`src/rtl/cclm_ram.sv`:
```
// ----------------------------------------------------------------------------
// cclm_ram
// generic single write port ram with one registered read port
// ----------------------------------------------------------------------------
`default_nettype none

module cclm_ram #(
  parameter int Width = 8,
  parameter int Depth = 16
) (
  input  wire logic                     clk_i,
  input  wire logic                     we_i,
  input  wire logic [$clog2(Depth)-1:0] waddr_i,
  input  wire logic [Width-1:0]         wdata_i,
  input  wire logic [$clog2(Depth)-1:0] raddr_i,
  output logic      [Width-1:0]         rdata_o
);

  logic [Width-1:0] mem_q [Depth];

  always_ff @(posedge clk_i) begin
    if (we_i) begin
      mem_q[waddr_i] <= wdata_i;
    end
    rdata_o <= mem_q[raddr_i];
  end

endmodule

`default_nettype wire

```
`config.mk`:
```
export PLATFORM = sky130hd
export DESIGN_NAME = cclm_ram
export DESIGN_NICKNAME = d
export VERILOG_FILES = /design/src/rtl/cclm_ram.sv
export SDC_FILE = /design/constraint.sdc
export NUM_CORES = 1
export LEC_CHECK = 0
export BUFFER_PORTS_ARGS = -buffer_cell sky130_fd_sc_hd__buf_2
export CORE_MARGIN = 1
export CORE_UTILIZATION = 50
export DETAILED_ROUTE_END_ITERATION = 8
export PLACE_DENSITY = 0.67
export SYNTH_ARGS = -nofsm -noshare
export SYNTH_HDL_FRONTEND = slang
export SYNTH_SLANG_ARGS = --single-unit
```
`constraint.sdc`:
```
create_clock -name clk_i -period 3.64 [get_ports clk_i]
set_clock_uncertainty 0.1 [all_clocks]
set_input_delay 0.364 -clock clk_i [delete_from_list [all_inputs] [get_ports clk_i]]
set_output_delay 0.364 -clock clk_i [all_outputs]
set_load 0.02 [all_outputs]
```
Word level (Yosys, flattened, before mapping)
Memory sizes are Yosys's and may differ from the RTL's. A register that Yosys moved wholly into a read port is not among the register bits.
Index checks and enable logic that the tools add are counted.

storage, ports and cells
  register bits after elaboration = 0
  output and inout port bits = 8
  memories = 1
  word-level logic and storage cells = 3
  input bits = 18
  bits in writable memories = 128

cells by class
  mux-type cells = 2

memory list
  name   depth  width  read ports  clocked after Yosys merged registers in  wr ports  RTL line  text
  mem_q  16     8      1           1                                        1         19        logic [Width-1:0] mem_q [Depth];

operators by type and width
  kind     number
  $mux W1  2

Longest topological paths before layout
  depth in word-level cells = 2
  gate-level depth with buffers = 5
  depth with buffers taken out = 3

Worst setup path after synthesis
No wires, ideal clock.

  kind = input port to flip-flop
  from = in waddr_i[2]
  to = mem mem_q[0][0] (enable)
  data required time = 3.157 ns
  slack = 1.683 ns
  path buffers = 0
  data arrival time = 1.474 ns
  setup time = 0.383 ns
  stages on the path = 2
  path through = or3b_2 -> nor3_1

RTL lines
  item                RTL line  text
  start: declaration  13        input wire logic [$clog2(Depth)-1:0] waddr_i,
  end: declaration    19

Straight into the memory's write port.

==> summary.md <==
| Metric | Value |
|---|---|
| Clock power share | `0.479` |
| Clock sinks | `136` |
| Largest cells by area after synthesis | `edfxtp_1, mux4_2, mux4_1` |
| Min Tclk post-route | `around 1.7 ns` |
| Num rows | `36` |
| Tot GR Track Use | `0.200` |
| Die extent in y | `103 µm` |
| Crit-path max cell delay | `0.59 ns` |
| PD cells | `614 mW/mm²` |
| Storage cell area | `0.00400 mm²` |
| Via count | `about 2400` |
| H-Tree Depth | `4` |
| RSZ-0062 raised after global routing | `no` |
| Leak pwr | `2.03 nW` |
| # diodes | `0` |
| Area delta synth->final | `17.1%` |
| TritonCTS clock tree | `done` |
| Register share of total power | `0.476` |
| Io pins | `26` |
| Internal Power | `0.00298 W` |
| Initial antenna violation count | `0` |
| Post-CTS sizing | `0` |
| Cell variety after synth | `19` |
| Multi-input logic area | `0.00106 mm²` |
| First drt pass iteration count | `4` |
| Cts hold-fix bufs | `0` |
| DRT antenna net count | `0` |
| Post-synthesis sequential area ratio | `0.778` |
| Clock Latency Late Sink | `0.51 ns` |
| Drt wl/cell | `~23 µm` |
| Status | `completed` |
| Sum Neg Setup Slack | `0 ns` |
| Peak VDD IR | `0.000324 V` |
| Clock-pin slew on the worst setup and hold paths | `roughly 0.06 ns` |
| Drc violations | `0` |
| CTS root buffer | `clkbuf_8` |
| Fmax | `0.589 GHz` |
| Fillcell total | `675` |
| Port Buffer Count | `25` |
| Post-synth top area share | `0.747` |
| Crit-path slowest cell | `mux4_1` |
| Simple-gate portion of the synthesized area | `0.0318` |
| Crit Path Class | `primary input to flip-flop` |
| Worst R2R End | `rdata_o[3]` |
| DP Area | `0.00540 mm²` |
| Yosys top cell by area | `edfxtp_1` |
| Relative slew margins | `0.286` |
| Die width | `103 µm` |
| GPL Wtd Cong | `0.669` |
| Hold Crit Class | `primary input to flip-flop` |
| Worst path bufs/invs | `2` |
| Max Cap Violations | `0` |
| Mux contribution to synthesized area | `0.150` |
| Sw Ratio | `0.194` |
| Starting DRT DRC Count | `132` |
| Syn avg cell area | `22.5 µm²` |
| Design area | `around 0.006 mm²` |
| Final max-slew violation count | `0` |
| Final Cycle Share | `0.467` |
| Critical Path AT | `1.98 ns` |
| CP max FO | `12` |
| Sw power | `about 0.00072 W` |
| Cells after Synth | `around 230` |
| Combinational power share | `0.045` |
| Worst r2r src | `mem_q[9][3]` |
| Clock Path Buffers | `2` |
| Leading cell type in the layout, fill and taps excluded | `edfxtp_1` |
| Hold path cells | `1` |
| Syn_nets | `247` |
| Finish-stage setup viols | `0` |
| DR vias/cell | `5.71` |
| Worst reg2reg setup slack | `2.16 ns` |
| Compound-Gate Fraction of Synth Area | `0.0233` |
| Delay-heaviest family, CP | `buffers and inverters` |
| Area of the die | `0.0107 mm²` |
| Commonest non-fill, non-tap cells in the layout | `edfxtp_1, buf_2, mux4_2` |
| Final Core Density | `0.611` |
| TritonCTS Buffers | `17` |
| Slew @ Worst Pin | `1.07 ns` |
| Synth warnings | `0` |
| Final Hold Fails | `0` |
| Critical Path Start Type | `primary input` |
| WL final | `just under 10000 µm` |
| Gr ovfl total | `0` |
| WP data required | `3.92 ns` |
| Mapped Area | `0.00515 mm²` |
| Largest net degree at the start of global routing | `33` |
| Worst path cell trace | `buf_2 -> buf_4 -> mux4_1 -> a22oi_1 -> nand2_1` |
| FF+latch count, synth | `136` |
| Synth Area in XOR/XNOR | `0` |
| DP Wirelength | `6240 µm` |
| Post-CTS setup buffers | `0` |
| Worst hold slack | `0.147 ns` |
| Layout cell share with drive strength beyond 1 | `0.284` |
| NumNets Final | `between 200 and 300` |
| Post-synthesis adder-cell area fraction | `0` |
| Largest family of logic cells by synthesized area | `multiplexers` |
| Hold_sp | `wdata_i[6]` |
| Initial core utilization | `0.522` |
| Crit. End Element | `flip-flop` |
| Vias in the first global route | `2391` |
| Reg2Reg Depth | `3` |
| CORE AREA | `0.00986 mm²` |
| Hold Path End | `mem_q[7][6]` |
| First-pass GRT wire length | `between 10000 and 15000 µm` |
[per-stage QoR]
stage | setup slack (ns) | total power (W) | std cells
after floorplan | 1.68 | 0.00189 | 229
after global placement | 1.42 | 0.00196 | 383
after detailed placement | 1.41 | 0.00196 | 383
after CTS | 1.92 | 0.00372 | 415
after global routing | 1.85 | 0.00379 | 415
final | 1.94 | 0.00370 | 415
[final cells by class]
type	count	share of cell area
clock buffer	21	0.0762
clock inverter	11	0.0282
tap	133	0.0276
timing repair buffer	31	0.0282
sequential	136	0.664
multi-input combinational	83	0.175
[layer usage]
metal / track usage / part of all wire / vias up
li1: - / - / 1054
met1: 0.282 / 0.46 / 1234
met2: 0.307 / 0.49 / 79
met3: 0.0477 / 0.052 / 4
met4: 0.0780 / 0.0066 / 0
met5: 0 / 0 / -
[sequential cells by signal, summed over array words and instances (netlist names)]
name,flops
mem_q,128
rdata_o,8
[synthesized netlist by cell type]
master / instances
nand3_1: 1
and2b_1: 1
edfxtp_1: 128
buf_2: 3
nand2_1: 9
nor2b_1: 1
nor2_1: 13
clkdlybuf4s25_2: 3
nand2b_1: 2
dfxtp_1: 8
a22oi_1: 16
nor3_1: 4
buf_4: 1
mux4_2: 18
buf_6: 3
mux4_1: 14
and2_1: 1
or3b_2: 1
nand3b_1: 2
[worst max-delay path by stage]
stage | start | cells after the start | slack [ns] | endpoint
3_3_place_gp | raddr_i[0] | 5 | 1.42 | rdata_o[2]
3_5_place_dp | raddr_i[0] | 5 | 1.41 | rdata_o[3]
6_report | raddr_i[0] | 5 | 1.94 | rdata_o[2]
2_1_floorplan | waddr_i[2] | 2 | 1.68 | mem_q[0][0]
5_1_grt | raddr_i[0] | 5 | 1.85 | rdata_o[3]
4_1_cts | raddr_i[0] | 5 | 1.92 | rdata_o[3]
[power by group through the flow]
stage / logic, W / clock network (W) / registers (W)
floorplan: 0.0000889 / 0 / 0.00180
global placement: 0.000165 / 0 / 0.00179
detailed placement: 0.000167 / 0 / 0.00179
CTS: 0.000168 / 0.00179 / 0.00176
global route: 0.000180 / 0.00185 / 0.00176
finish: 0.000166 / 0.00177 / 0.00176
[cells by family after synthesis]
| logic type | after synthesis |
|---|---|
| flip-flops | 136 |
| AND/OR/NAND/NOR | 35 |
| multiplexers | 32 |
| AO/OA/AOI/OAI | 16 |
| buffers and inverters | 10 |
Note: power is estimated with default switching activity, not from simulation.
