$ cat config.mk
export PLATFORM = sky130hd
export DESIGN_NAME = cclm_scan_unit
export DESIGN_NICKNAME = d
export VERILOG_FILES = /design/src/rtl/cclm_pkg.sv /design/src/rtl/cclm_scan_unit.sv
export SDC_FILE = /design/constraint.sdc
export NUM_CORES = 1
export LEC_CHECK = 0
export ABC_AREA = 1
export BUFFER_PORTS_ARGS = -buffer_cell sky130_fd_sc_hd__buf_4
export CAP_MARGIN = 20
export CORE_MARGIN = 1
export CORE_UTILIZATION = 50
export DETAILED_ROUTE_END_ITERATION = 7
export PLACE_DENSITY = 0.8
export SKIP_CTS_REPAIR_TIMING = 1
export SYNTH_ARGS = -nofsm -noshare
export SYNTH_HDL_FRONTEND = slang
export SYNTH_SLANG_ARGS = --single-unit
$ cat constraint.sdc
create_clock -name clk_i -period 5.3 [get_ports clk_i]
set_clock_uncertainty 0.15 [all_clocks]
set_input_delay 0.53 -clock clk_i [delete_from_list [all_inputs] [get_ports clk_i]]
set_output_delay 0.53 -clock clk_i [all_outputs]
set_load 0.03 [all_outputs]
$ cat src/rtl/cclm_pkg.sv
// ----------------------------------------------------------------------------
// cclm_pkg
// constants, beat layouts and types of the chunk cache lru manager
// ----------------------------------------------------------------------------
`default_nettype none

package cclm_pkg;

  localparam int SLOTS           = 64;
  localparam int CHUNK_SIDE_BITS = 7;
  localparam int COORD_BITS      = 20;

  localparam int SLOT_W  = $clog2(SLOTS);
  localparam int IDX_W   = $clog2(SLOTS + 1);
  localparam int CHUNK_W = COORD_BITS - CHUNK_SIDE_BITS;
  localparam int TAG_W   = 3 * CHUNK_W;
  localparam int STAMP_W = 64;

  localparam int OP_W        = 2;
  localparam int COORD_W     = 20;
  localparam int VAL_W       = 8;
  localparam int OUT_SLOT_W  = 6;
  localparam int OFFSET_W    = 21;
  localparam int OUT_CHUNK_W = 13;

  localparam int IN_FIELDS_W  = OP_W + 3 * COORD_W + VAL_W;
  localparam int IN_TDATA_W   = ((IN_FIELDS_W + 7) / 8) * 8;
  localparam int OUT_FIELDS_W = OUT_SLOT_W + OFFSET_W + 3 + VAL_W + 3 * OUT_CHUNK_W;
  localparam int OUT_TDATA_W  = ((OUT_FIELDS_W + 7) / 8) * 8;

  typedef enum logic [OP_W-1:0] {
    OP_READ  = 2'd0,
    OP_WRITE = 2'd1,
    OP_FLUSH = 2'd2,
    OP_NONE  = 2'd3
  } op_e;

  typedef enum logic {
    KIND_ACCESS    = 1'b0,
    KIND_WRITEBACK = 1'b1
  } kind_e;

  typedef enum logic [3:0] {
    ST_IDLE,
    ST_CUR,
    ST_SCAN,
    ST_DRAIN,
    ST_DECIDE,
    ST_WB,
    ST_ACC,
    ST_FLUSH,
    ST_FEMIT
  } state_e;

  typedef struct packed {
    logic [IN_TDATA_W-IN_FIELDS_W-1:0] pad;
    logic [VAL_W-1:0]                  write_value;
    logic [COORD_W-1:0]                coord_z;
    logic [COORD_W-1:0]                coord_y;
    logic [COORD_W-1:0]                coord_x;
    logic [OP_W-1:0]                   op;
  } in_data_t;

  typedef struct packed {
    logic [OUT_TDATA_W-OUT_FIELDS_W-1:0] pad;
    logic [OUT_CHUNK_W-1:0]              chunk_z;
    logic [OUT_CHUNK_W-1:0]              chunk_y;
    logic [OUT_CHUNK_W-1:0]              chunk_x;
    logic [VAL_W-1:0]                    store_value;
    logic                                store_enable;
    logic                                fill_needed;
    logic                                hit;
    logic [OFFSET_W-1:0]                 offset;
    logic [OUT_SLOT_W-1:0]               slot;
  } out_data_t;

  typedef struct packed {
    logic              step;
    logic [SLOT_W-1:0] idx;
    logic              slot_valid;
  } scan_step_t;

  typedef struct packed {
    logic              match;
    logic [SLOT_W-1:0] match_idx;
    logic              free;
    logic [SLOT_W-1:0] free_idx;
    logic [SLOT_W-1:0] min_idx;
    logic [TAG_W-1:0]  min_tag;
  } scan_res_t;

endpackage

`default_nettype wire

$ cat src/rtl/cclm_scan_unit.sv
// ----------------------------------------------------------------------------
// cclm_scan_unit
// shared tag and stamp compare, one slot per beat: first match, first free
// slot and oldest stamp
// ----------------------------------------------------------------------------
`default_nettype none

module cclm_scan_unit import cclm_pkg::*; (
  input  wire logic               clk_i,
  input  wire logic               rst_ni,
  input  wire scan_step_t         ctl_i,
  input  wire logic [TAG_W-1:0]   key_i,
  input  wire logic [TAG_W-1:0]   tag_i,
  input  wire logic [STAMP_W-1:0] stamp_i,
  output scan_res_t               res_o
);

  logic               match_q, match_d;
  logic [SLOT_W-1:0]  match_idx_q, match_idx_d;
  logic               free_q, free_d;
  logic [SLOT_W-1:0]  free_idx_q, free_idx_d;
  logic [SLOT_W-1:0]  min_idx_q, min_idx_d;
  logic [STAMP_W-1:0] min_stamp_q, min_stamp_d;
  logic [TAG_W-1:0]   min_tag_q, min_tag_d;
  logic               first, hit_now, older;

  always_comb begin
    first       = (ctl_i.idx == '0);
    hit_now     = ctl_i.slot_valid && (tag_i == key_i);
    older       = (stamp_i < min_stamp_q);
    match_d     = match_q;
    match_idx_d = match_idx_q;
    free_d      = free_q;
    free_idx_d  = free_idx_q;
    min_idx_d   = min_idx_q;
    min_stamp_d = min_stamp_q;
    min_tag_d   = min_tag_q;
    if (ctl_i.step) begin
      if (first) begin
        match_d     = hit_now;
        match_idx_d = ctl_i.idx;
        free_d      = !ctl_i.slot_valid;
        free_idx_d  = ctl_i.idx;
        min_idx_d   = ctl_i.idx;
        min_stamp_d = stamp_i;
        min_tag_d   = tag_i;
      end else begin
        if (!match_q && hit_now) begin
          match_d     = 1'b1;
          match_idx_d = ctl_i.idx;
        end
        if (!free_q && !ctl_i.slot_valid) begin
          free_d     = 1'b1;
          free_idx_d = ctl_i.idx;
        end
        if (older) begin
          min_idx_d   = ctl_i.idx;
          min_stamp_d = stamp_i;
          min_tag_d   = tag_i;
        end
      end
    end
  end

  always_ff @(posedge clk_i or negedge rst_ni) begin
    if (!rst_ni) begin
      match_q <= 1'b0;
      free_q  <= 1'b0;
    end else begin
      match_q <= match_d;
      free_q  <= free_d;
    end
  end

  always_ff @(posedge clk_i) begin
    match_idx_q <= match_idx_d;
    free_idx_q  <= free_idx_d;
    min_idx_q   <= min_idx_d;
    min_stamp_q <= min_stamp_d;
    min_tag_q   <= min_tag_d;
  end

  assign res_o.match     = match_q;
  assign res_o.match_idx = match_idx_q;
  assign res_o.free      = free_q;
  assign res_o.free_idx  = free_idx_q;
  assign res_o.min_idx   = min_idx_q;
  assign res_o.min_tag   = min_tag_q;

endmodule

`default_nettype wire

---- Yosys cells after proc, flatten, opt, wreduce, memory -nomap -nowiden ----
Cells that the tools add are included.
storage, ports and cells
  register bits ........................... 123
  word-level logic and storage cells ...... 36
cells by class
  order comparisons ....................... 1
  equal/unequal tests ..................... 1
  muxes and demuxes ....................... 14
  reductions and logical operators ........ 13
operators with widths
  cell                         count
  64-bit two-way mux           2
  39-bit two-way mux           2
  64-bit less-than comparator  1
  39-bit == test               1
  6-bit two-way mux            6
  6-bit logical NOT            1
  2-bit AND reduction          3
  2-bit nonzero test           3
  1-bit two-way mux            4
  1-bit logical AND            3
  1-bit logical NOT            3

---- Logic depth before layout (Yosys ltp) ----
  word-level depth ........................ 5
  mapped depth ............................ 15

---- Least setup slack after synthesis ----
Ideal clock, no wire load.
  path type ............................... input-to-reg
  start ................................... input port stamp_i[63]
  end ..................................... register min_idx_q[0], enable pin
  setup time .............................. 0.995 ns
  arrival ................................. 3.243 ns
  required time ........................... 4.155 ns
  path slack .............................. 0.912 ns
  stages on the path ...................... 12
  buffers on the path ..................... 0
  cells stage by stage .................... ha_1 nand2_1 inv_2 nand3_2 nor2_2 nand2_1 nor2_1 nand2_1 o21ai_0 nor2_1 nand2_1 nand2_1
on the way
  word-level cells in the longest chain between the ends .. 3
ends and longest elaborated chain
  what                                  line                  RTL
  start: declaration                    cclm_scan_unit.sv:14  input wire logic [STAMP_W-1:0] stamp_i,
  64-bit less-than comparator           cclm_scan_unit.sv:30  older = (stamp_i < min_stamp_q);
  2-bit nonzero test (no source line)   --
  2-bit AND reduction (no source line)  --
  end signal: assignment                cclm_scan_unit.sv:78  min_idx_q <= min_idx_d;
  end: declaration                      cclm_scan_unit.sv:22  logic [SLOT_W-1:0] min_idx_q, min_idx_d;
No other way between the ends.
A chain may end at the register's enable or synchronous reset.

---- Worst setup path after layout ----
  start ................................... register min_stamp_q[25]
  end ..................................... register min_stamp_q[13], enable pin
on the way
  word-level cells in the longest chain between the ends .. 3
ends and longest elaborated chain
  what                                  line                  RTL
  start: declaration                    cclm_scan_unit.sv:23  logic [STAMP_W-1:0] min_stamp_q, min_stamp_d;
  start signal: assignment              cclm_scan_unit.sv:79  min_stamp_q <= min_stamp_d;
  64-bit less-than comparator           cclm_scan_unit.sv:30
  2-bit nonzero test (no source line)   --
  2-bit AND reduction (no source line)  --
No other way between the ends.

==> metrics.md <==
| Metric | Value |
|---|---|
| Core box area | `11600 um^2` |
| CTS buffer count | `17` |
| Tcrit/Tclk final | `58.6%` |
| Synth area leaders | `edfxtp_1 (60%), ha_1 (13%), inv_1 (6.7%), nand2_1 (5.6%), a21oi_1 (2.3%)` |
| Highest clock rate | `0.322 GHz` |
| RSZ-0062 raised after global routing | `false` |
| Normalized max-slew margin | `28.9%` |
| Via count | `4537` |
| Most common cell after layout, fill and taps aside | `buf_4` |
| I/O Buffers | `210` |
| Setup_tns | `0 ns` |
| Clk Latency, worst-skew pair | `0.41 ns` |
| Fin. Hold Viols | `0` |
| WHS Path Cells | `1` |
| Library cells used by synthesis | `33` |
| Initial core utilization | `52.0%` |
| Avg Cell Area, Syn | `11.5 um^2` |
| Synth warn | `0` |
| Post-synth EDFFs | `121` |
| Final ANT Viol Nets | `0` |
| Synth Flop Type | `edfxtp_1` |
| Number of max-cap violations | `0` |
| Row Count | `39` |
| Yosys top cell area share | `60.4%` |
| Syn Nets | `737` |
| Yosys reg bits | `123` |
| Drt via density | `5.00` |
| Pin count of the biggest net entering global routing | `79` |
| Max VDD drop | `0.000215 V` |
| Period minus WS final | `3.10 ns` |
| Outcome | `finished, violations left` |
| Area Growth Syn to Fin | `40.4%` |
| Leakage | `4.00 nW` |
| Layout cells sized above 1 | `33.1%` |
| Worst-margin pin slew | `1.07 ns` |
| Residual DRC | `7` |
| Vias in the first global route | `4871` |
| CP Max Fanout | `78` |
| Min-Delay Path Class | `input pin to register` |
| CTS root buf | `clkbuf_16` |
| H-tree lvl count | `4` |
| CTS tree | `done` |
| Setup crit end | `min_stamp_q[13]$_DFFE_PP_` |
| DRT Wirelength | `14700 um` |
| Wire length per cell | `16.2 um` |
| CTS Buffer Depth | `2` |
| # clock sinks | `123` |
| First-pass GRT wire length | `23000 um` |
| Post-synth top area cell | `edfxtp_1` |
| Die width | `112 um` |
| Failing checks | `DRC` |
| Post-synthesis sequential area ratio | `61.3%` |
| Cell Area, Placed | `7780 um^2` |
| I/O pin total | `211` |
| Die footprint | `12500 um^2` |
| Final Net Count | `967` |
| Antenna Cells | `0` |
| Worst Path Arrival | `3.06 ns` |
| Congestion Overflow GR | `0` |
| CP Capture Type | `register` |
| R2R Setup Slk | `2.20 ns` |
| R2R Path End | `min_stamp_q[13]$_DFFE_PP_` |
| Critical path launch point type | `register` |
| Cells after synthesis | `522` |
| Crit. Startpoint | `min_stamp_q[25]$_DFFE_PP_` |
| Slew Limit Fails | `0` |
| Pwr dens | `342 nW/um^2` |
| Initial antenna violation count | `0` |
| Initial DRC count | `228` |
| Reg clk slew, reported paths | `0.06 ns` |
| Detailed placement HPWL | `11100 um` |
| Synth Cell Area | `6010 um^2` |
| Gr usage total | `24.5%` |
| Commonest cells after routing, fill and taps aside | `buf_4 (212), edfxtp_1 (121), inv_1 (108)` |
| Cell area after layout | `8440 um^2` |
| Die height | `112 um` |
| Final Setup Violations | `0` |
| Routability cong. | `0.860` |
| Kind of critical path | `register to register` |
| R2R depth | `12` |
| Ys async rst share | `1.63%` |
| Drt first pass iters | `6` |
| CP required | `5.25 ns` |
| Reg-to-Reg Start | `min_stamp_q[25]$_DFFE_PP_` |
[through the flow]
step                setup slack, ns  utilization, %  cells  hold slack [ns]  power (mW)
detailed placement             1.86            67.2    875            0.166        1.61
global route                   1.93            73.0    908            0.136        2.99
CTS                            2.15            72.9    907           -0.271        2.91
finish                         2.20            73.0    908            0.150        2.89
floorplan                     0.912               -    522           0.0844        1.41
global placement               1.96            67.2    875            0.164        1.59
[worst min path at each step]
stage	from	to	slack (ns)
2_1_floorplan	rst_ni	free_q$_DFFE_PN0P_	0.08
3_3_place_gp	rst_ni	match_q$_DFFE_PN0P_	0.16
3_5_place_dp	rst_ni	match_q$_DFFE_PN0P_	0.17
4_1_cts	rst_ni	match_q$_DFFE_PN0P_	-0.27
5_1_grt	stamp_i[51]	min_stamp_q[51]$_DFFE_PP_	0.14
6_report	tag_i[13]	min_tag_q[13]$_DFFE_PP_	0.15
[metal layers]
metal,track usage [%],wire length [um]
met1,24.8,5360
met2,44.4,7660
met3,9.64,1300
met4,10.6,375
met5,0,0
[worst max-delay path, stage by stage (launching register included)]
cell	delay [ns]
edfxtp_1	0.35
inv_1	0.08
ha_1	0.25
a21oi_1	0.17
o21ai_0	0.09
nand2_1	0.07
nand3_1	0.06
a21oi_1	0.14
nand2_1	0.10
nand2_1	0.06
nand2_1	0.08
nand2_4	0.77
buf_4	0.39
[cells in the mapped netlist (3+ instances only)]
master    count
inv_1       108
nand4_1       9
nor3_1        6
nand3_1       8
o21ai_1       9
nand2_1      89
a21oi_1      28
o21ai_0      10
ha_1         63
nor2_1       27
edfxtp_1    121
xnor2_1       3
xor2_1        9
o22ai_1       7
[where the power goes]
part	leakage [nW]	internal [mW]	total (mW)	switching [mW]
clock network	0.314	0.877	1.29	0.416
registers	1.16	1.16	1.18	0.0184
logic	2.53	0.179	0.418	0.239
total	4.00	2.21	2.89	0.674
[final cells by class]
type | instances | area (um^2)
tap | 143 | 179
inverter | 110 | 413
clock buffer | 19 | 433
fill | 805 | 3120
multi-input combinational | 287 | 1910
timing repair buffer | 213 | 1600
clock inverter | 13 | 223
sequential | 123 | 3680
[registers in the layout, summed over array words and instances (netlist names)]
name / cells
min_idx_q: 6
min_stamp_q: 64
min_tag_q: 39
free_idx_q: 6
match_q: 1
match_idx_q: 6
free_q: 1
[cells by family after synthesis]
kind of cell    after synthesis  synth area share [%]
fa+ha+maj                    63                  13.1
compound gates               60                  5.47
simple gates                152                  11.3
xor+xnor                     12                  1.75
buf+inv                     112                  7.12
flops                       123                  61.3
No activity file was read; power rests on OpenSTA's default activity.
